### src/complex_integer_alu_macros.svh
// Assertion macros used by the RTL top level.
`ifndef COMPLEX_INTEGER_ALU_MACROS_SVH
`define COMPLEX_INTEGER_ALU_MACROS_SVH
`ifndef SYNTHESIS
`define CIA_ASSERT_SAME(label, clk, rst, ante, cons) \
   label: assert property (@(posedge clk) disable iff (rst) (ante) |-> (cons)) \
      else $error("assertion failed");
`define CIA_ASSERT_NEXT(label, clk, rst, ante, cons) \
   label: assert property (@(posedge clk) disable iff (rst) (ante) |=> (cons)) \
      else $error("assertion failed");
`else
`define CIA_ASSERT_SAME(label, clk, rst, ante, cons)
`define CIA_ASSERT_NEXT(label, clk, rst, ante, cons)
`endif
`endif

### src/cia_pkg.sv
`default_nettype none
package cia_pkg;
   typedef enum logic [1:0] {
      KIND_ADD,
      KIND_SUB,
      KIND_MUL,
      KIND_DIV
   } kind_type;

   localparam int RES_W = 33;

   typedef struct packed {
      logic valid;
      logic is_div;
      logic dz;
      logic neg_re;
      logic neg_im;
   } ctl_type;
endpackage
`default_nettype wire

### src/cia_front.sv
`default_nettype none
module cia_front import cia_pkg::*; #(
   parameter int W = 16
) (
   input  wire logic                clock,
   input  wire logic                reset,
   input  wire logic                adv,
   input  wire logic                in_valid,
   input  wire kind_type            in_kind,
   input  wire logic signed [W-1:0] in_a,
   input  wire logic signed [W-1:0] in_b,
   input  wire logic signed [W-1:0] in_c,
   input  wire logic signed [W-1:0] in_d,
   output ctl_type                  ctl_out,
   output logic [2*W-1:0]           den_out,
   output logic [2*W-1:0]           mag_re_out,
   output logic [2*W-1:0]           mag_im_out,
   output logic [RES_W-1:0]         pass_re_out,
   output logic [RES_W-1:0]         pass_im_out
);
   localparam int PW = 2 * W;
   localparam int XW = 2 * W + RES_W + 1;

   logic                s1_valid_ff;
   kind_type            s1_kind_ff;
   logic signed [W-1:0] s1_a_ff, s1_b_ff, s1_c_ff, s1_d_ff;

   logic                 s2_valid_ff;
   kind_type             s2_kind_ff;
   logic                 s2_dz_ff, s2_dz_in;
   logic signed [PW-1:0] s2_ac_ff, s2_bd_ff, s2_ad_ff, s2_bc_ff;
   logic [PW-1:0]        s2_cc_ff, s2_dd_ff;
   logic [RES_W-1:0]     s2_pass_re_ff, s2_pass_im_ff, s2_pass_re_in, s2_pass_im_in;

   logic                 s3_valid_ff;
   kind_type             s3_kind_ff;
   logic                 s3_dz_ff;
   logic signed [PW:0]   s3_nre_ff, s3_nim_ff, s3_nre_in, s3_nim_in;
   logic [PW-1:0]        s3_den_ff, s3_den_in;
   logic [RES_W-1:0]     s3_pass_re_ff, s3_pass_im_ff, s3_pass_re_in, s3_pass_im_in;

   ctl_type              ctl_ff, ctl_in;
   logic [PW-1:0]        den_ff, mag_re_ff, mag_im_ff, mag_re_in, mag_im_in;
   logic [RES_W-1:0]     pass_re_ff, pass_im_ff;

   always_comb begin
      logic signed [W:0]    sre, sim;
      logic signed [XW-1:0] xre, xim;
      if (s1_kind_ff == KIND_SUB) begin
         sre = (W+1)'(s1_a_ff) - (W+1)'(s1_c_ff);
         sim = (W+1)'(s1_b_ff) - (W+1)'(s1_d_ff);
      end else begin
         sre = (W+1)'(s1_a_ff) + (W+1)'(s1_c_ff);
         sim = (W+1)'(s1_b_ff) + (W+1)'(s1_d_ff);
      end
      xre = XW'(sre);
      xim = XW'(sim);
      s2_pass_re_in = xre[RES_W-1:0];
      s2_pass_im_in = xim[RES_W-1:0];
      s2_dz_in = (s1_kind_ff == KIND_DIV) && (s1_c_ff == '0) && (s1_d_ff == '0);
   end

   always_comb begin
      logic signed [PW:0]   mre, mim;
      logic signed [XW-1:0] xre, xim;
      s3_nre_in = (PW+1)'(s2_ac_ff) + (PW+1)'(s2_bd_ff);
      s3_nim_in = (PW+1)'(s2_bc_ff) - (PW+1)'(s2_ad_ff);
      s3_den_in = s2_cc_ff + s2_dd_ff;
      mre = (PW+1)'(s2_ac_ff) - (PW+1)'(s2_bd_ff);
      mim = (PW+1)'(s2_ad_ff) + (PW+1)'(s2_bc_ff);
      xre = XW'(mre);
      xim = XW'(mim);
      if (s2_kind_ff == KIND_MUL) begin
         s3_pass_re_in = xre[RES_W-1:0];
         s3_pass_im_in = xim[RES_W-1:0];
      end else begin
         s3_pass_re_in = s2_pass_re_ff;
         s3_pass_im_in = s2_pass_im_ff;
      end
   end

   always_comb begin
      logic signed [PW:0] nre, nim;
      nre = -s3_nre_ff;
      nim = -s3_nim_ff;
      mag_re_in = s3_nre_ff[PW] ? nre[PW-1:0] : s3_nre_ff[PW-1:0];
      mag_im_in = s3_nim_ff[PW] ? nim[PW-1:0] : s3_nim_ff[PW-1:0];
      ctl_in.valid  = s3_valid_ff;
      ctl_in.is_div = (s3_kind_ff == KIND_DIV);
      ctl_in.dz     = s3_dz_ff;
      ctl_in.neg_re = s3_nre_ff[PW];
      ctl_in.neg_im = s3_nim_ff[PW];
   end

   always_ff @(posedge clock) begin
      if (reset) begin
         s1_valid_ff <= 1'b0;
         s2_valid_ff <= 1'b0;
         s3_valid_ff <= 1'b0;
         ctl_ff      <= '0;
      end else if (adv) begin
         s1_valid_ff <= in_valid;
         s2_valid_ff <= s1_valid_ff;
         s3_valid_ff <= s2_valid_ff;
         ctl_ff      <= ctl_in;
      end
   end

   always_ff @(posedge clock) begin
      if (adv) begin
         s1_kind_ff    <= in_kind;
         s1_a_ff       <= in_a;
         s1_b_ff       <= in_b;
         s1_c_ff       <= in_c;
         s1_d_ff       <= in_d;
         s2_kind_ff    <= s1_kind_ff;
         s2_dz_ff      <= s2_dz_in;
         s2_ac_ff      <= s1_a_ff * s1_c_ff;
         s2_bd_ff      <= s1_b_ff * s1_d_ff;
         s2_ad_ff      <= s1_a_ff * s1_d_ff;
         s2_bc_ff      <= s1_b_ff * s1_c_ff;
         s2_cc_ff      <= PW'(s1_c_ff * s1_c_ff);
         s2_dd_ff      <= PW'(s1_d_ff * s1_d_ff);
         s2_pass_re_ff <= s2_pass_re_in;
         s2_pass_im_ff <= s2_pass_im_in;
         s3_kind_ff    <= s2_kind_ff;
         s3_dz_ff      <= s2_dz_ff;
         s3_nre_ff     <= s3_nre_in;
         s3_nim_ff     <= s3_nim_in;
         s3_den_ff     <= s3_den_in;
         s3_pass_re_ff <= s3_pass_re_in;
         s3_pass_im_ff <= s3_pass_im_in;
         den_ff        <= s3_den_ff;
         mag_re_ff     <= mag_re_in;
         mag_im_ff     <= mag_im_in;
         pass_re_ff    <= s3_pass_re_ff;
         pass_im_ff    <= s3_pass_im_ff;
      end
   end

   assign ctl_out     = ctl_ff;
   assign den_out     = den_ff;
   assign mag_re_out  = mag_re_ff;
   assign mag_im_out  = mag_im_ff;
   assign pass_re_out = pass_re_ff;
   assign pass_im_out = pass_im_ff;
endmodule
`default_nettype wire

### config.mk
export PLATFORM = sky130hd
export DESIGN_NAME = cia_front
export DESIGN_NICKNAME = d
export VERILOG_FILES = /design/src/complex_integer_alu_macros.svh /design/src/cia_pkg.sv /design/src/cia_front.sv
export SDC_FILE = /design/constraint.sdc
export NUM_CORES = 2
export LEC_CHECK = 0
export ABC_AREA = 1
export BUFFER_PORTS_ARGS = -buffer_cell sky130_fd_sc_hd__buf_2
export CORE_UTILIZATION = 50
export CTS_CLUSTER_DIAMETER = 40
export CTS_CLUSTER_SIZE = 40
export DETAILED_ROUTE_END_ITERATION = 12
export GPL_ROUTABILITY_DRIVEN = 0
export HOLD_SLACK_MARGIN = 0.1
export PLACE_DENSITY = 0.69
export SYNTH_ARGS = -nofsm -noshare
export SYNTH_HDL_FRONTEND = slang
export SYNTH_SLANG_ARGS = --single-unit
### constraint.sdc
create_clock -name clock -period 5.8 [get_ports clock]
set_input_delay 0.29 -clock clock [delete_from_list [all_inputs] [get_ports clock]]
set_output_delay 0.29 -clock clock [all_outputs]
set_load 0.05 [all_outputs]
* Yosys cells after proc, flatten, opt, wreduce, memory -nomap -nowiden
Cells that the tools add are included.
Word-level totals: register bits 632, bits of input ports 70, output and inout port bits 167
Cells by class: add/subtract/negate cells 11, multiply operators 6, multiplexer cells 6, eq/ne operators 4, reduce and logical (&&, ||, !) cells 4
Operators with widths (number):
- $mul 16x16->32 | 6
- $add 32x32->33 | 2
- $mux 33 | 2
- $sub 32x32->33 | 2
- $mux 32 | 2
- $neg 32->32 | 2
- $add 16x16->17 | 2
- $mux 17 | 2
- $sub 16x16->17 | 2
- $add 32x32->32 | 1
- $logic_not 16->1 | 2
- $eq 2x2->1 const B | 3
- $eq 2x1->1 const B | 1
- $logic_and 1x1->1 | 2

* Longest topological paths before layout
word-level depth 3, gate-level depth with buffers 27

* Worst setup path after synthesis
OpenSTA, ideal clock, no wires.
path type register to register, start register s1_c_ff[15], end register s2_cc_ff[30], data pin, arrival 5.732 ns, required time 5.548 ns, path buffers 3, setup slack -0.184 ns, clock period less this slack 5.984 ns, cell stages (with the launch flop) 25, cell sequence edfxtp_1 clkbuf_1 clkbuf_1 buf_1 nand2_1 fa_1 inv_1 fa_1 inv_1 fa_1 fa_1 inv_1 fa_1 inv_1 fa_1 inv_1 ha_1 a21oi_1 o21ai_0 a21oi_1 nand2_1 a21oi_1 nand2_1 nand2_1 nand2_1
On the way: longest elaborated chain between the ends 1
Ends and longest elaborated chain:
- start: declaration | RTL line cia_front.sv:26 | logic signed [W-1:0] s1_a_ff, s1_b_ff, s1_c_ff, s1_d_ff;
- start signal: assignment | RTL line cia_front.sv:114 | s1_c_ff <= in_c;
- $mul 16x16->32 | RTL line cia_front.sv:122 | s2_cc_ff <= PW'(s1_c_ff * s1_c_ff);
- end signal: assignment | RTL line cia_front.sv:122
- end: declaration | RTL line cia_front.sv:32 | logic [PW-1:0] s2_cc_ff, s2_dd_ff;
Every way passes these cells. A chain may end at the register's enable or synchronous reset.

* Worst setup path after layout
start register s1_d_ff[3], end register s2_ad_ff[25], data pin
On the way: longest elaborated chain between the ends 1
Ends and longest elaborated chain:
- start: declaration | RTL line cia_front.sv:26
- start signal: assignment | RTL line cia_front.sv:115 | s1_d_ff <= in_d;
- $mul 16x16->32 | RTL line cia_front.sv:120 | s2_ad_ff <= s1_a_ff * s1_d_ff;
- end signal: assignment | RTL line cia_front.sv:120
- end: declaration | RTL line cia_front.sv:31 | logic signed [PW-1:0] s2_ac_ff, s2_bd_ff, s2_ad_ff, s2_bc_ff;
Every way passes these cells.

==> flow_summary.yaml <==
status:
  status: "complete, but fails checks"
  violations: "setup timing"
yosys:
  synth_edf_count: 622
  yosysMostFrequentCell: "inv_1"
  ys_seq_elements: 630
  synth_area_leaders: "fa_1 (32%), edfxtp_1 (20%), inv_1 (12%), nand2_1 (10%), ha_1 (9.2%)"
  yosys-top-cells-count: "inv_1 (3104), nand2_1 (2609), fa_1 (1521)"
  synth_cells: 11400
  synth_area_um2: 95200
  yosys.area.top_type_share_pct: 32.0
  synthFlopType: "edfxtp_1"
  ys_warn_count: 0
  synth_area_leader_cell: "fa_1"
  syn_nets: 13700
  ys_seq_area_share_pct: 19.8
  synthArstFlopShare_pct: 0
  synthDistinctLibCells: 55
  syn_area_per_cell_um2: 8.32
setup_path:
  setup.worst_path.start_class: "flip-flop"
  critPathBufInv: 9
  cp_data_required_time_ps: 6340
  crit_fanout: 6
  crit_top_cell: "fa_1"
  cp_data_arrival_time_ps: 6340
  cpPeakStageDelay_ps: 570
  cp_top_family: "adder cells"
  cpMaxStageDelayCell: "fa_2"
  critPathCaptureType: "flip-flop"
  path_class: "reg -> reg"
  path_cells: "buf_12 -> buf_4 -> nand2_1 -> inv_1 -> fa_2 -> buf_4 -> fa_1 -> fa_1 -> fa_1 -> fa_1 -> inv_1 -> fa_1 -> inv_1 -> ha_1 -> buf_4 -> nand2_1 -> nor2_2 -> inv_2 -> nor3_4 -> nand3_1 -> o211ai_1 -> nand2_1 -> inv_1 -> nor2_1"
detailed_routing:
  viasPerCell: 5.35
  totalWireLength_um: 285000
  drc: 0
  vias: 78800
  antenna_left: 0
  drt_iter0_drc: 7398
  drt-pass1-iter-count: 7
  wire_per_inst_um: 19.3
sta:
  fin_crit_sh_pct: 100
  fin_skew_ps: 43.3
  period_minus_slack_ps: 5810
  slew_viol_final: 0
  fmax_ghz: 0.172
  fin_ws_ps: -5.11
  finalHoldViolCount: 0
  hold_slack_ps: 220
  setup_viol: 1
  rsz0062_at_grt: "true"
  finalSetupTns_ps: -5.11
  relSlewSlack_pct: 23.2
  tightestPinTransition_ps: 1140
finish:
  area.sequential_um2: 18800
  multi_input_area_um2: 66400
  final_util_pct: 59.5
  syn2layout_area_growth_pct: 17.7
  nets: 14400
  fill_cells: 15900
  diodes: 0
  drive_gt1_share_pct: 14.2
global_routing:
  grt_max_degree: 145
  antenna_found_initial: 9
  grt_pass1_vias: 80000
  track_usage_pct: 28.6
  grt_overflow: 0
  grt_pass1_wl_um: 431000
placed_design:
  io_buffers: 236
  dp_hpwl_um: 219000
min_path:
  worst_hold_path_type: "in -> reg"
run:
  cap_violations: 0
floorplan:
  die_w_um: 438
  initial_utilization_pct: 50.5
  core_um2: 188000
  dieArea_um2: 192000
  ios: 237
  chipHeight_um: 438
  std_cell_rows: 159
cts:
  clkSlewWorstSetupHoldPaths_ps: 60
  htreeDepth: 3
  clock-root-buffer: "clkbuf_16"
  worstSkewPairLatency_ps: 780
  clock-sinks: 630
  cts_inserted_buffers: 111
  cts_tree: "yes"
  cts_buffer_depth: 3
-- layout make-up --
cell class,count,area share [%]
multi-input cells,7356,59.3
inverters,3120,10.5
flip-flops and latches,630,16.8
clock inverters,94,0.963
clock buffers,118,2.50
repair buffers,926,7.21
well taps,2495,2.79
-- worst register-to-register path: stages (launching register included) --
cell,delay (ps)
edfxtp_1,460
buf_12,200
buf_4,170
nand2_1,50
inv_1,50
fa_2,570
buf_4,130
fa_1,430
fa_1,500
fa_1,500
fa_1,490
inv_1,50
fa_1,470
inv_1,40
ha_1,300
buf_4,130
nand2_1,100
nor2_2,140
inv_2,70
nor3_4,200
nand3_1,90
o211ai_1,270
nand2_1,90
inv_1,50
nor2_1,40
-- through the flow --
step / worst slack, ps / cell area (um^2) / instances
after CTS: -11.9 / 108000 / 14600
after global routing: -152 / 112000 / 14700
final: -5.11 / 112000 / 14700
after floorplan: 10.7 / 95200 / 11400
after global placement: -134 / 103000 / 14400
after detailed placement: -178 / 103000 / 14400
-- flip-flops by register name, indices dropped and copies added (netlist names), 31 cells and up --
register,count
pass_im_out,33
pass_re_out,33
s3_nim_ff,33
s3_nre_ff,33
s3_pass_im_ff,33
s3_pass_re_ff,33
den_out,32
mag_im_out,32
mag_re_out,32
s2_ac_ff,32
s2_ad_ff,32
s2_bc_ff,32
s2_bd_ff,32
s3_den_ff,32
s2_cc_ff,31
s2_dd_ff,31
-- worst paths after layout --
path | startpoint | endpoint | slack (ps) | cells past startpoint
worst max register to register | s1_d_ff[3] | s2_ad_ff[25] | -5 | 24
worst min-delay path | in_d[8] | s1_d_ff[8] | 220 | 2
worst min register to register | s3_pass_im_ff[9] | pass_im_out[9] | 410 | 0
worst max-delay path | s1_d_ff[3] | s2_ad_ff[25] | -5 | 24
-- layout by cell type, fill, tap and decap left out, drive strengths merged, types with 8 or more instances in the layout --
master       count
dlygate4sd3     70
edfxtp         622
nor4            16
o211ai          13
nor2           624
o21a            11
a21boi          24
a21oi          397
nand2         2625
buf            837
nand4           98
clkinv          30
inv           3167
nand3b          21
o21bai          61
a31oi           33
dfxtp            8
nor3            96
xor2           303
clkinvlp        13
fa            1521
nand3          339
or2             15
and3             9
clkbuf         137
ha             700
xnor2           75
a21o            40
o21ai          311
-- per-layer routing --
layer / track usage, % / up-vias / routed length [um]
met5: 0 / - / 93
met3: 5.39 / 826 / 30200
met2: 44.8 / 4023 / 127000
met4: 13.8 / 14 / 17100
met1: 38.2 / 38400 / 111000
li1: - / 35600 / -
-- kinds of logic after synthesis --
kind of cell / synth area share (%)
flops: 19.8
compound gates: 5.34
fa+ha+maj: 41.2
xor+xnor: 3.49
buf+inv: 13.8
mux: 0.0118
simple gates: 16.4
-- what timing repair did --
item / 4_1_cts / 5_1_grt
hold endpoints to repair: 102 / 0
hold buffers: 70 / 0
gates resized for setup: 105 / 689
setup endpoints to repair: 76 / 113
pin swaps: 13 / 172
gates cloned: 1 / 21
setup buffers: 6 / 71
Power is not shown: default switching activity piles up to over one toggle a cycle in this logic, so the estimate is an artifact.
