File: config.mk
export PLATFORM = sky130hd
export DESIGN_NAME = cia_div_cell
export DESIGN_NICKNAME = d
export VERILOG_FILES = /design/src/complex_integer_alu_macros.svh /design/src/cia_pkg.sv /design/src/cia_div_cell.sv
export SDC_FILE = /design/constraint.sdc
export NUM_CORES = 1
export LEC_CHECK = 0
export ABC_AREA = 1
export BUFFER_PORTS_ARGS = -buffer_cell sky130_fd_sc_hd__buf_2
export CAP_MARGIN = 20
export CORE_MARGIN = 2
export CORE_UTILIZATION = 25
export DETAILED_ROUTE_END_ITERATION = 6
export SLEW_MARGIN = 20
export SYNTH_ARGS = -nofsm -noshare
export SYNTH_HDL_FRONTEND = slang
export SYNTH_SLANG_ARGS = --single-unit
File: constraint.sdc
create_clock -name clock -period 3.5 [get_ports clock]
set_input_delay 0.7 -clock clock [delete_from_list [all_inputs] [get_ports clock]]
set_output_delay 0.7 -clock clock [all_outputs]
set_load 0.02 [all_outputs]
File: src/complex_integer_alu_macros.svh
// Assertion macros used by the RTL top level.
`ifndef COMPLEX_INTEGER_ALU_MACROS_SVH
`define COMPLEX_INTEGER_ALU_MACROS_SVH
`ifndef SYNTHESIS
`define CIA_ASSERT_SAME(label, clk, rst, ante, cons) \
   label: assert property (@(posedge clk) disable iff (rst) (ante) |-> (cons)) \
      else $error("assertion failed");
`define CIA_ASSERT_NEXT(label, clk, rst, ante, cons) \
   label: assert property (@(posedge clk) disable iff (rst) (ante) |=> (cons)) \
      else $error("assertion failed");
`else
`define CIA_ASSERT_SAME(label, clk, rst, ante, cons)
`define CIA_ASSERT_NEXT(label, clk, rst, ante, cons)
`endif
`endif

File: src/cia_pkg.sv
`default_nettype none
package cia_pkg;
   typedef enum logic [1:0] {
      KIND_ADD,
      KIND_SUB,
      KIND_MUL,
      KIND_DIV
   } kind_type;

   localparam int RES_W = 33;

   typedef struct packed {
      logic valid;
      logic is_div;
      logic dz;
      logic neg_re;
      logic neg_im;
   } ctl_type;
endpackage
`default_nettype wire

File: src/cia_div_cell.sv
`default_nettype none
module cia_div_cell import cia_pkg::*; #(
   parameter int W = 16
) (
   input  wire logic             clock,
   input  wire logic             reset,
   input  wire logic             adv,
   input  wire ctl_type          ctl_in,
   input  wire logic [2*W-1:0]   den_in,
   input  wire logic [2*W-1:0]   rem_re_in,
   input  wire logic [2*W-1:0]   q_re_in,
   input  wire logic [2*W-1:0]   rem_im_in,
   input  wire logic [2*W-1:0]   q_im_in,
   input  wire logic [RES_W-1:0] pass_re_in,
   input  wire logic [RES_W-1:0] pass_im_in,
   output ctl_type               ctl_out,
   output logic [2*W-1:0]        den_out,
   output logic [2*W-1:0]        rem_re_out,
   output logic [2*W-1:0]        q_re_out,
   output logic [2*W-1:0]        rem_im_out,
   output logic [2*W-1:0]        q_im_out,
   output logic [RES_W-1:0]      pass_re_out,
   output logic [RES_W-1:0]      pass_im_out
);
   localparam int NB = 2 * W;

   ctl_type          ctl_ff;
   logic [NB-1:0]    den_ff, rem_re_ff, q_re_ff, rem_im_ff, q_im_ff;
   logic [NB-1:0]    rem_re_in2, q_re_in2, rem_im_in2, q_im_in2;
   logic [RES_W-1:0] pass_re_ff, pass_im_ff;

   always_comb begin
      logic [NB:0] hre, him, dre, dim;
      logic        ge_re, ge_im;
      hre   = {rem_re_in, q_re_in[NB-1]};
      him   = {rem_im_in, q_im_in[NB-1]};
      dre   = hre - {1'b0, den_in};
      dim   = him - {1'b0, den_in};
      ge_re = (hre >= {1'b0, den_in});
      ge_im = (him >= {1'b0, den_in});
      rem_re_in2 = ge_re ? dre[NB-1:0] : hre[NB-1:0];
      rem_im_in2 = ge_im ? dim[NB-1:0] : him[NB-1:0];
      q_re_in2   = {q_re_in[NB-2:0], ge_re};
      q_im_in2   = {q_im_in[NB-2:0], ge_im};
   end

   always_ff @(posedge clock) begin
      if (reset) begin
         ctl_ff <= '0;
      end else if (adv) begin
         ctl_ff <= ctl_in;
      end
   end

   always_ff @(posedge clock) begin
      if (adv) begin
         den_ff     <= den_in;
         rem_re_ff  <= rem_re_in2;
         q_re_ff    <= q_re_in2;
         rem_im_ff  <= rem_im_in2;
         q_im_ff    <= q_im_in2;
         pass_re_ff <= pass_re_in;
         pass_im_ff <= pass_im_in;
      end
   end

   assign ctl_out     = ctl_ff;
   assign den_out     = den_ff;
   assign rem_re_out  = rem_re_ff;
   assign q_re_out    = q_re_ff;
   assign rem_im_out  = rem_im_ff;
   assign q_im_out    = q_im_ff;
   assign pass_re_out = pass_re_ff;
   assign pass_im_out = pass_im_ff;
endmodule
`default_nettype wire

==> Word-level counts from Yosys, hierarchy flattened <==
Cells that the tools add are included.
{ "totals": {"ff_bits": 231, "out_inout_bits": 231, "word_cells": 18} }
{ "op_classes": {"n_addsub": 2, "n_mux": 2, "magnitude_cmp": 2} }
{ "ops": {"columns": ["cell", "count"], "rows": [
  ["greater-or-equal comparator 33 x 32 -> 1 bit", 2],
  ["2-to-1 mux 32 bit", 2],
  ["subtractor 32 bit", 2]
]} }

==> Depth between registers and ports, before layout <==
Gate-level depths: netlist (run 1).
{ "logic_depth": {"word_depth": 2, "ltp_mapped": 16, "depth_no_buf": 15} }

==> Worst setup path before layout (run 1) <==
OpenSTA, ideal clock, no wires.
{ "synth_timing": {"path_type": "in2reg", "start": "input den_in[28]", "end": "register rem_im_ff[27], in the netlist rem_im_out[27] (data pin)", "t_arrival_ns": 2.089, "n_path_buf": 1, "path_stages": 13, "setup_time_ns": 0.252, "required_ns": 3.248, "setup_slack_ns": 1.159, "cell_sequence": "inv_1 -> ha_1 -> nand2_2 -> nor2_2 -> inv_1 -> nor2_1 -> nand2_1 -> nand3_4 -> nor2_8 -> nand2_8 -> buf_12 -> nand2_2 -> nand2_1"} }
{ "synth_between": {"elab_chain_cells": 2} }
{ "synth_lines": {"columns": ["element", "line_no", "source"], "rows": [
  ["from (decl)", "cia_div_cell.sv:9", "input wire logic [2*W-1:0] den_in,"],
  ["greater-or-equal comparator 33 x 32 -> 1 bit", "cia_div_cell.sv:40", "ge_im = (him >= {1'b0, den_in});"],
  ["2-to-1 mux 32 bit", "cia_div_cell.sv:42", "rem_im_in2 = ge_im ? dim[NB-1:0] : him[NB-1:0];"],
  ["net rem_im_in2[27]", "cia_div_cell.sv:29", "logic [NB-1:0] rem_re_in2, q_re_in2, rem_im_in2, q_im_in2;"],
  ["to (signal assigned)", "cia_div_cell.sv:60", "rem_im_ff <= rem_im_in2;"],
  ["to (decl)", "cia_div_cell.sv:28", "logic [NB-1:0] den_ff, rem_re_ff, q_re_ff, rem_im_ff, q_im_ff;"]
]} }
The timed path passes the listed nets, and every way through them passes these cells.
A chain may end at the register's enable or synchronous reset.

==> Final worst setup path (run 1) <==
{ "layout_timing": {"start": "input den_in[8]", "end": "register rem_im_ff[28], in the netlist rem_im_out[28] (data pin)"} }
{ "layout_between": {"elab_chain_cells": 2} }
{ "layout_lines": {"columns": ["element", "line_no"], "rows": [
  ["subtractor 32 bit / greater-or-equal comparator 33 x 32 -> 1 bit (equally long branches)", "cia_div_cell.sv:38, cia_div_cell.sv:40"],
  ["2-to-1 mux 32 bit (*)", "cia_div_cell.sv:42"],
  ["net rem_im_in2[28]", "cia_div_cell.sv:29"]
]} }
The timed path passes the listed nets; every way through them passes the cells marked *.

==> results_dict.tcl, run 1 <==
set metrics [dict create \
    die_x_um 235 \
    area_growth_pct 30.4 \
    start_util 0.254 \
    dieArea_mm2 0.0554 \
    ys_seq_area_frac 0.515 \
    nets 2334 \
    synth_commonest_cells "nand2_1 (557), inv_1 (277), edfxtp_1 (226)" \
    grt_pass1_wl_um 76400 \
    clockBufferDepth 3 \
    cts_buffers 27 \
    final_hold_viol_count 0 \
    clock_skew_ns 0 \
    synth-async-reset-ratio 0 \
    muxShareOfSynthArea 0 \
    synth_most_common_cell "nand2_1" \
    synthTopCellsByArea "edfxtp_1 (51%), nand2_1 (16%), inv_1 (7.8%)" \
    firstDrtPassIters 5 \
    syn_avg_cell_area_um2 8.66 \
    synth_compound_area_frac 0.0196 \
    cp.required_ns 3.81 \
    synth_top_family_by_area "simple AND/OR/NAND/NOR gates" \
    postCtsSetupRepairBufs 0 \
    wl_um 52600 \
    rsz0062_at_grt "false" \
    root_buffer "clkbuf_16" \
    overflow 0 \
    fin_crit_sh 0.706 \
    vias 12100 \
    synth_seq_cells 231 \
    synth_ff_type "edfxtp_1" \
    drtIter0Drc 716 \
    syn_area_mm2 0.0134 \
    wire_per_inst_um 19.2 \
    ir_drop_mv 0.275 \
    fin_cells 2743 \
    dpl.hpwl_um 44200 \
    critPathLaunchType "primary input" \
    tightest_slew_ns 0.615 \
    synth_top_area_share 0.507 \
    tns_ns 0 \
    cp_max_fo 33 \
    numPortBuffers 464 \
    die_y_um 235 \
    synth_adder_area_share 0.0629 \
    hold_buffers 0 \
    power.density_mw_per_mm2 481 \
    grt_start_max_net_pins 81 \
    layout_min_cycle_time_ns 2.47 \
    endpoint_kind "register" \
    grt_util_all_layers 0.184 \
    clkTransAtPathRegs_ns 0.07 \
    cts_sinks 231 \
    synth_edf_count 226 \
    first_global_vias 12200 \
    holdWs_ns 0.295 \
    ant_nets 0 \
    synth-simple-area-share 0.292 \
    setup_viol 0 \
    rows 84 \
    arrival_ns 2.78 \
    place_inst 2693 \
    gp_congestion 0.907 \
    route.detailed.drc 0 \
    yosys.area.top_type "edfxtp_1" \
    ios 465 \
    timing.slew.headroom 0.590 \
    critPathKind "primary input to register" \
    yosysWarnings 0 \
    status "completed" \
    htree_levels 1 \
    finalPower_mw 8.39 \
    clock.fmax_mhz 405 \
    synthCells 1544 \
    core_mm2 0.0528 \
    antenna_found_initial 6 \
    cts_tree "built" \
    leakagePower_nw 8.92 \
    clk_latency_ns 0.57 \
    cts_resized 0 \
    vias_per_cell 4.43 \
    drive_above_1_share 0.303 \
    cap_violations 0 \
    min_path_type "primary input to register" \
    synth-xor-area-share 0.0183 \
    yosysUniqueCellTypes 37 \
    synthesis.nets 1844 \
    drv_slew 0 \
]
-- final timing paths --
kind | slack, ns | to | cells past startpoint | start
setup / recovery | 1.03 | rem_im_out[28] | 15 | den_in[8]
hold reg to reg | 0.46 | ctl_out[4] | 2 | ctl_out[4]
hold / removal | 0.30 | q_re_out[14] | 1 | q_re_in[13]
setup reg to reg | 2.93 | ctl_out[2] | 2 | ctl_out[2]
-- metrics by stage --
step | cell area, µm² | worst slack (ns) | utilization
after global routing | 17400 | 0.810 | 0.330
after global placement | 16600 | 0.439 | 0.314
after detailed placement | 16600 | 0.444 | 0.314
final | 17400 | 1.03 | 0.330
after CTS | 17400 | 1.05 | 0.330
after floorplan | 13400 | 1.16 | -
-- power by group --
| group | switching [mW] | internal (mW) |
|---|---|---|
| sequential | 0.104 | 3.37 |
| combinational | 1.40 | 0.654 |
| clock | 1.22 | 1.64 |
| total | 2.73 | 5.66 |
-- cells in the final DEF, fill, tap and decap left out, types with 3 or more instances in the layout --
| master | n |
|---|---|
| nand2_1 | 557 |
| buf_2 | 463 |
| inv_1 | 277 |
| edfxtp_1 | 226 |
| nand3_1 | 113 |
| nor2_1 | 65 |
| ha_1 | 64 |
| nand2_2 | 43 |
| a21oi_1 | 43 |
| clkbuf_16 | 27 |
| xor2_1 | 26 |
| nand3_2 | 18 |
| nor2_2 | 15 |
| nor3_1 | 13 |
| buf_4 | 13 |
| nand3b_1 | 12 |
| and2_1 | 10 |
| inv_2 | 6 |
| nor2_4 | 5 |
| clkinv_2 | 5 |
| dfxtp_1 | 5 |
| nand4_1 | 4 |
| clkinvlp_4 | 4 |
| o21bai_1 | 3 |
| o21ai_0 | 3 |
| inv_6 | 3 |
| bufinv_16 | 3 |
| buf_12 | 3 |
-- critical path, stage by stage --
cell	delay, ns
buf_2	0.10
inv_1	0.08
ha_1	0.38
nand2_1	0.16
inv_1	0.06
nand2_1	0.06
nand2_1	0.08
inv_1	0.08
nand3_2	0.14
nand2_1	0.13
nand2_2	0.08
nand2_4	0.23
nand2_8	0.27
nand2_2	0.14
nand2_1	0.08
-- layout make-up --
type	count	area, µm²
Antenna cell	2	5.00
Clock buffer	29	683
Clock inverter	19	196
Fill cell	5539	35300
Inverter	283	1060
Multi-Input combinational cell	1011	5250
Sequential cell	231	6890
Tap cell	688	861
Timing Repair Buffer	480	2490
-- flip-flops by register name (all words and copies together), names as in the netlist --
register and count:
rem_im_out 32, den_out 32, q_im_out 32, pass_re_out 33, q_re_out 32, ctl_out 5, rem_re_out 32, pass_im_out 33
-- layer usage --
metal  vias to the layer above  wire [µm]  track usage
li1                       5896          -            -
met1                      5702      19000        0.191
met2                       448      28500        0.365
met3                        98       3040       0.0324
met4                         0       2060       0.0674
met5                         -          0            0
-- kinds of logic after synthesis --
logic type | after synthesis
compound gates | 50
xor+xnor | 28
fa+ha+maj | 66
buf+inv | 302
flops | 231
simple gates | 867
No activity file was read; power rests on OpenSTA's default activity.
==> run 2: changes to the inputs <==
==> constraint.sdc (replaced) <==
create_clock -name clock -period 2.2 [get_ports clock]
set_input_delay 0.44 -clock clock [delete_from_list [all_inputs] [get_ports clock]]
set_output_delay 0.44 -clock clock [all_outputs]
set_load 0.02 [all_outputs]
==> results_dict.tcl, run 2 (same netlist as run 1, synthesis figures left out) <==
set metrics [dict create \
    root_buffer "clkbuf_16" \
    critPathLaunchType "primary input" \
    grt_pass1_wl_um 78400 \
    wire_per_inst_um 18.1 \
    met2_usage 0.360 \
    clkTransAtPathRegs_ns 0.06 \
    start_util 0.254 \
    vias_per_cell 4.28 \
    cts_buffers 27 \
    slowest_stage "ha_1" \
    drive_above_1_share 0.368 \
    cp_max_fo 13 \
    use_met1 0.201 \
    first_global_vias 12900 \
    final_cell_mix "nand2_1 (557), buf_2 (463), inv_1 (277), edfxtp_1 (226), buf_4 (218)" \
    cts_resized 0 \
    die_y_um 235 \
    final_hold_viol_count 0 \
    finalPower_mw 14.2 \
    firstDrtPassIters 7 \
    postCtsSetupRepairBufs 0 \
    critPathKind "primary input to register" \
    cp.required_ns 2.50 \
    cap_violations 0 \
    grt_start_max_net_pins 51 \
    dieArea_mm2 0.0554 \
    rsz0062_at_grt "false" \
    overflow 0 \
    hold_buffers 0 \
    area_growth_pct 43.9 \
    ant_nets 0 \
    tns_ns 0 \
    clockBufferDepth 3 \
    cts_sinks 231 \
    numPortBuffers 464 \
    layout_min_cycle_time_ns 2.07 \
    route.detailed.drc 0 \
    grt_util_all_layers 0.188 \
    drtIter0Drc 682 \
    vias 12700 \
    rows 84 \
    drv_slew 0 \
    cp_top_family "simple AND/OR/NAND/NOR gates" \
    tightest_slew_ns 0.389 \
    min_path_type "primary input to register" \
    nets 2549 \
    die_x_um 235 \
    crit_buf_inv 4 \
    clock_skew_ns 0 \
    ios 465 \
    mostFrequentLayoutCell "nand2_1" \
    endpoint_kind "register" \
    grt_use_met3 0.0327 \
    cp_common_cell "nand2_1" \
    clk_latency_ns 0.56 \
    leakagePower_nw 10.1 \
    ir_drop_mv 0.497 \
    crit_chain "buf_2, inv_1, ha_1, nand2_2, inv_1, nand2_1, nand2_1, nand2_1, nand2_1, nand2_1, nand3_4, nor2_8, nand2_8, buf_12, nand2_1, nand2_1" \
    setup_viol 0 \
    power.density_mw_per_mm2 737 \
    cts_tree "built" \
    htree_levels 1 \
    core_mm2 0.0528 \
    timing.slew.headroom 0.741 \
    gp_congestion 0.932 \
    status "completed" \
    antenna_found_initial 4 \
    grt-busiest-layer "met2" \
    holdWs_ns 0.0464 \
    dpl.hpwl_um 45300 \
    arrival_ns 2.37 \
    cpPeakStageDelay_ns 0.36 \
    fin_crit_sh 0.940 \
    wl_um 53500 \
    clock.fmax_mhz 483 \
    fillCellCount 5418 \
]
## run 2: changes by cell type in the layout (fill, tap and decap cells not counted), moves of 2 or more
cell | previous run | this run
clkinvlp_4 | 4 | 1
buf_12 | 3 | 13
bufinv_16 | 3 | 6
buf_4 | 13 | 218
clkinv_2 | 5 | 3
clkbuf_1 | 2 | 4
## run 2: final timing paths
kind	slack, ns	cells after the start	startpoint	end
max	0.13	16	den_in[19]	rem_im_out[31]
min	0.05	1	q_re_in[12]	q_re_out[13]
max reg2reg	1.61	2	ctl_out[3]	ctl_out[3]
min reg2reg	0.47	2	ctl_out[1]	ctl_out[1]
## run 2: layer usage
layer / vias to the layer above / part of all wire
met5: - / 0
met4: 0 / 0.048
met3: 100 / 0.061
met2: 454 / 0.52
met1: 5795 / 0.37
li1: 6325 / -
## run 2: worst reg2reg max path: stages (launching register included)
cell and delay [ns]:
dfxtp_1 0.35, nand2_1 0.06, a21oi_1 0.12
## run 2: power breakdown
group / leakage, nW / total, mW / internal (mW) / switching [mW]
Clock: 0.464 / 4.87 / 2.97 / 1.90
Combinational: 7.34 / 3.82 / 1.47 / 2.35
Sequential: 2.25 / 5.51 / 5.36 / 0.149
Total: 10.1 / 14.2 / 9.80 / 4.39
## run 2: layout make-up
class	count	area [µm²]	share of cell area
antenna	2	5.00	0.000260
tap	688	861	0.0447
timing repair buffer	695	4230	0.220
inverter	283	1060	0.0552
multi-input combinational	1011	5250	0.273
clock inverter	18	263	0.0136
clock buffer	31	691	0.0359
sequential	231	6890	0.358
## run 2: per-stage QoR
step | instances | cell area (µm²) | util | worst slack, ns
2_1_floorplan | 1544 | 13400 | - | 0.119
4_1_cts | 2957 | 19200 | 0.365 | 0.177
5_1_grt | 2958 | 19200 | 0.365 | 0.0363
3_3_place_gp | 2908 | 18300 | 0.347 | -0.437
3_5_place_dp | 2908 | 18300 | 0.347 | -0.421
6_report | 2959 | 19200 | 0.365 | 0.131
==> run 3: changes to the inputs <==
--- a/config.mk
+++ b/config.mk
@@ -10,6 +10,7 @@
 export CAP_MARGIN = 20
 export CORE_MARGIN = 2
 export CORE_UTILIZATION = 25
+export CTS_BUF_LIST = sky130_fd_sc_hd__clkbuf_2
 export DETAILED_ROUTE_END_ITERATION = 6
 export SLEW_MARGIN = 20
 export SYNTH_ARGS = -nofsm -noshare
==> results_dict.tcl, run 3 (same netlist as run 1, synthesis figures left out) <==
set metrics [dict create \
    status "finished with violations" \
    violations "negative setup slack" \
    final_area_mm2 0.0216 \
    clkTransAtPathRegs_ns 0.12 \
    slowest_stage "dlygate4sd3_1" \
    first_global_vias 14600 \
    rsz0062_at_grt "true" \
    tightest_slew_ns 0.484 \
    dpl.hpwl_um 45300 \
    sequentialPowerShare 0.417 \
    endpoint_kind "register" \
    grt_util_all_layers 0.206 \
    min_path_type "primary input to register" \
    dp_slack_ns -0.421 \
    fillCellCount 5229 \
    setup_viol 1 \
    cts_sinks 231 \
    cp_top_family "buffers and inverters" \
    wire_per_inst_um 17.6 \
    layout_min_cycle_time_ns 2.20 \
    pwr-share-comb 0.322 \
    fin_ws_ns -0.00440 \
    worstHoldStart "pass_im_in[23]" \
    htree_levels 3 \
    critPathKind "primary input to register" \
    fin_crit_sh 1.00 \
    p_sw_frac 0.352 \
    route.detailed.drc 0 \
    start_util 0.254 \
    r2r.worst_path.cells 3 \
    whs_path_depth 2 \
    ios 465 \
    clock_skew_ns 0 \
    vias 13900 \
    grt_start_max_net_pins 51 \
    cp.required_ns 2.92 \
    core_mm2 0.0528 \
    clockBufferDepth 3 \
    clock.fmax_mhz 454 \
    p_int_mw 8.56 \
    arrival_ns 2.93 \
    gp_congestion 0.932 \
    area_growth_pct 61.2 \
    die_x_um 235 \
    mostFrequentLayoutCell "nand2_1" \
    placedInstanceArea_mm2 0.0183 \
    regToRegSetupSlack_ns 1.02 \
    numPortBuffers 464 \
    r2r_end "ctl_out[0]" \
    final_cell_mix "nand2_1 (556), buf_2 (445), inv_1 (274), dlygate4sd3_1 (249), edfxtp_1 (226)" \
    ant_nets 0 \
    drv_slew 0 \
    cts_tree "built" \
    leakagePower_nw 11.1 \
    cpPeakStageDelay_ns 0.53 \
    nets 2837 \
    final_hold_viol_count 0 \
    die_y_um 235 \
    grt_pass1_wl_um 85800 \
    r2r-start "ctl_out[0]" \
    clk_latency_ns 0.98 \
    switchingPower_mw 4.66 \
    firstDrtPassIters 5 \
    rows 84 \
    timing.slew.headroom 0.677 \
    antenna_found_initial 7 \
    wl_um 57700 \
    critPathLaunchType "primary input" \
    cp_common_cell "nand2_1" \
    cts_buffers 66 \
    crit_chain "dlygate4sd3_1, buf_2, clkinvlp_4, ha_1, nand2_1, nor2_2, nand2_1, nor2_2, nand2_1, nor2_4, nor2_4, buf_4, nand3_1, nand2_1" \
    p_clk_frac 0.261 \
    overflow 0 \
    postCtsSetupRepairBufs 0 \
    power.density_mw_per_mm2 613 \
    cp_max_fo 19 \
    drtIter0Drc 724 \
    dieArea_mm2 0.0554 \
    ir_drop_mv 0.305 \
    crit_buf_inv 4 \
    vias_per_cell 4.24 \
    drive_above_1_share 0.351 \
    min_to "pass_im_out[23]" \
    root_buffer "clkbuf_2" \
    cap_violations 0 \
]
==> run 3: cell count changes in the layout (fill, tap and decap cells not counted), sizes merged <==
| cell | before | now |
|---|---|---|
| bufinv | 6 | 2 |
| diode | 2 | 5 |
| inv | 287 | 283 |
| dlygate4sd3 | 0 | 249 |
| clkinv | 7 | 18 |
| clkinvlp | 1 | 2 |
| clkbuf | 31 | 94 |
==> run 3: worst max path at each step <==
stage          depth (start not counted)        endpoint         from
2_1_floorplan                         13  rem_im_out[27]   den_in[28]
3_3_place_gp                          17  rem_im_out[25]   den_in[23]
3_5_place_dp                          17  rem_im_out[25]   den_in[23]
4_1_cts                                1     q_im_out[6]  q_im_out[6]
5_1_grt                                1     q_im_out[6]  q_im_out[6]
6_report                              14  rem_re_out[21]   den_in[18]
==> run 3: area by class of cell <==
cell class | instances | area, µm² | share of cell area
Clock inverter | 22 | 156 | 0.00725
Sequential cell | 231 | 6890 | 0.319
Timing Repair Buffer | 944 | 6830 | 0.317
Multi-Input combinational cell | 1011 | 5280 | 0.245
Tap cell | 688 | 861 | 0.0399
Inverter | 283 | 1070 | 0.0494
Clock buffer | 94 | 470 | 0.0218
Antenna cell | 5 | 12.5 | 0.000580
==> run 3: power by group through the flow <==
stage,clock network (mW),registers [mW],logic (mW)
6_report,3.45,5.52,4.25
3_3_place_gp,0,5.61,3.82
5_1_grt,3.86,5.55,4.63
3_5_place_dp,0,5.61,3.84
4_1_cts,3.59,5.52,4.27
2_1_floorplan,0,6.13,1.42
==> run 3: metal layers <==
layer	up-vias	routed length [µm]	track usage
met5	-	13	0
met4	2	2610	0.0884
met3	118	3370	0.0439
met2	504	30600	0.397
met1	6355	21100	0.214
li1	6929	-	-
==> run 3: timing repair <==
action                     4_1_cts  5_1_grt
hold endpoints to repair       374        0
resized for setup               36        9
pin swaps                        0        1
setup endpoints to repair       18        9
hold buffers                   249        0
==> run 3: through the flow <==
stage               setup TNS, ns  std cells  total power, mW   util  hold slack, ns
finish                   -0.00440       3278             13.2  0.409           0.162
floorplan                       0       1544             7.55      -           0.509
detailed placement         -22.62       2908             9.45  0.347           0.451
CTS                        -0.577       3273             13.4  0.408         0.00331
global placement           -22.01       2908             9.44  0.347           0.448
global route               -0.441       3277             14.0  0.409          0.0157
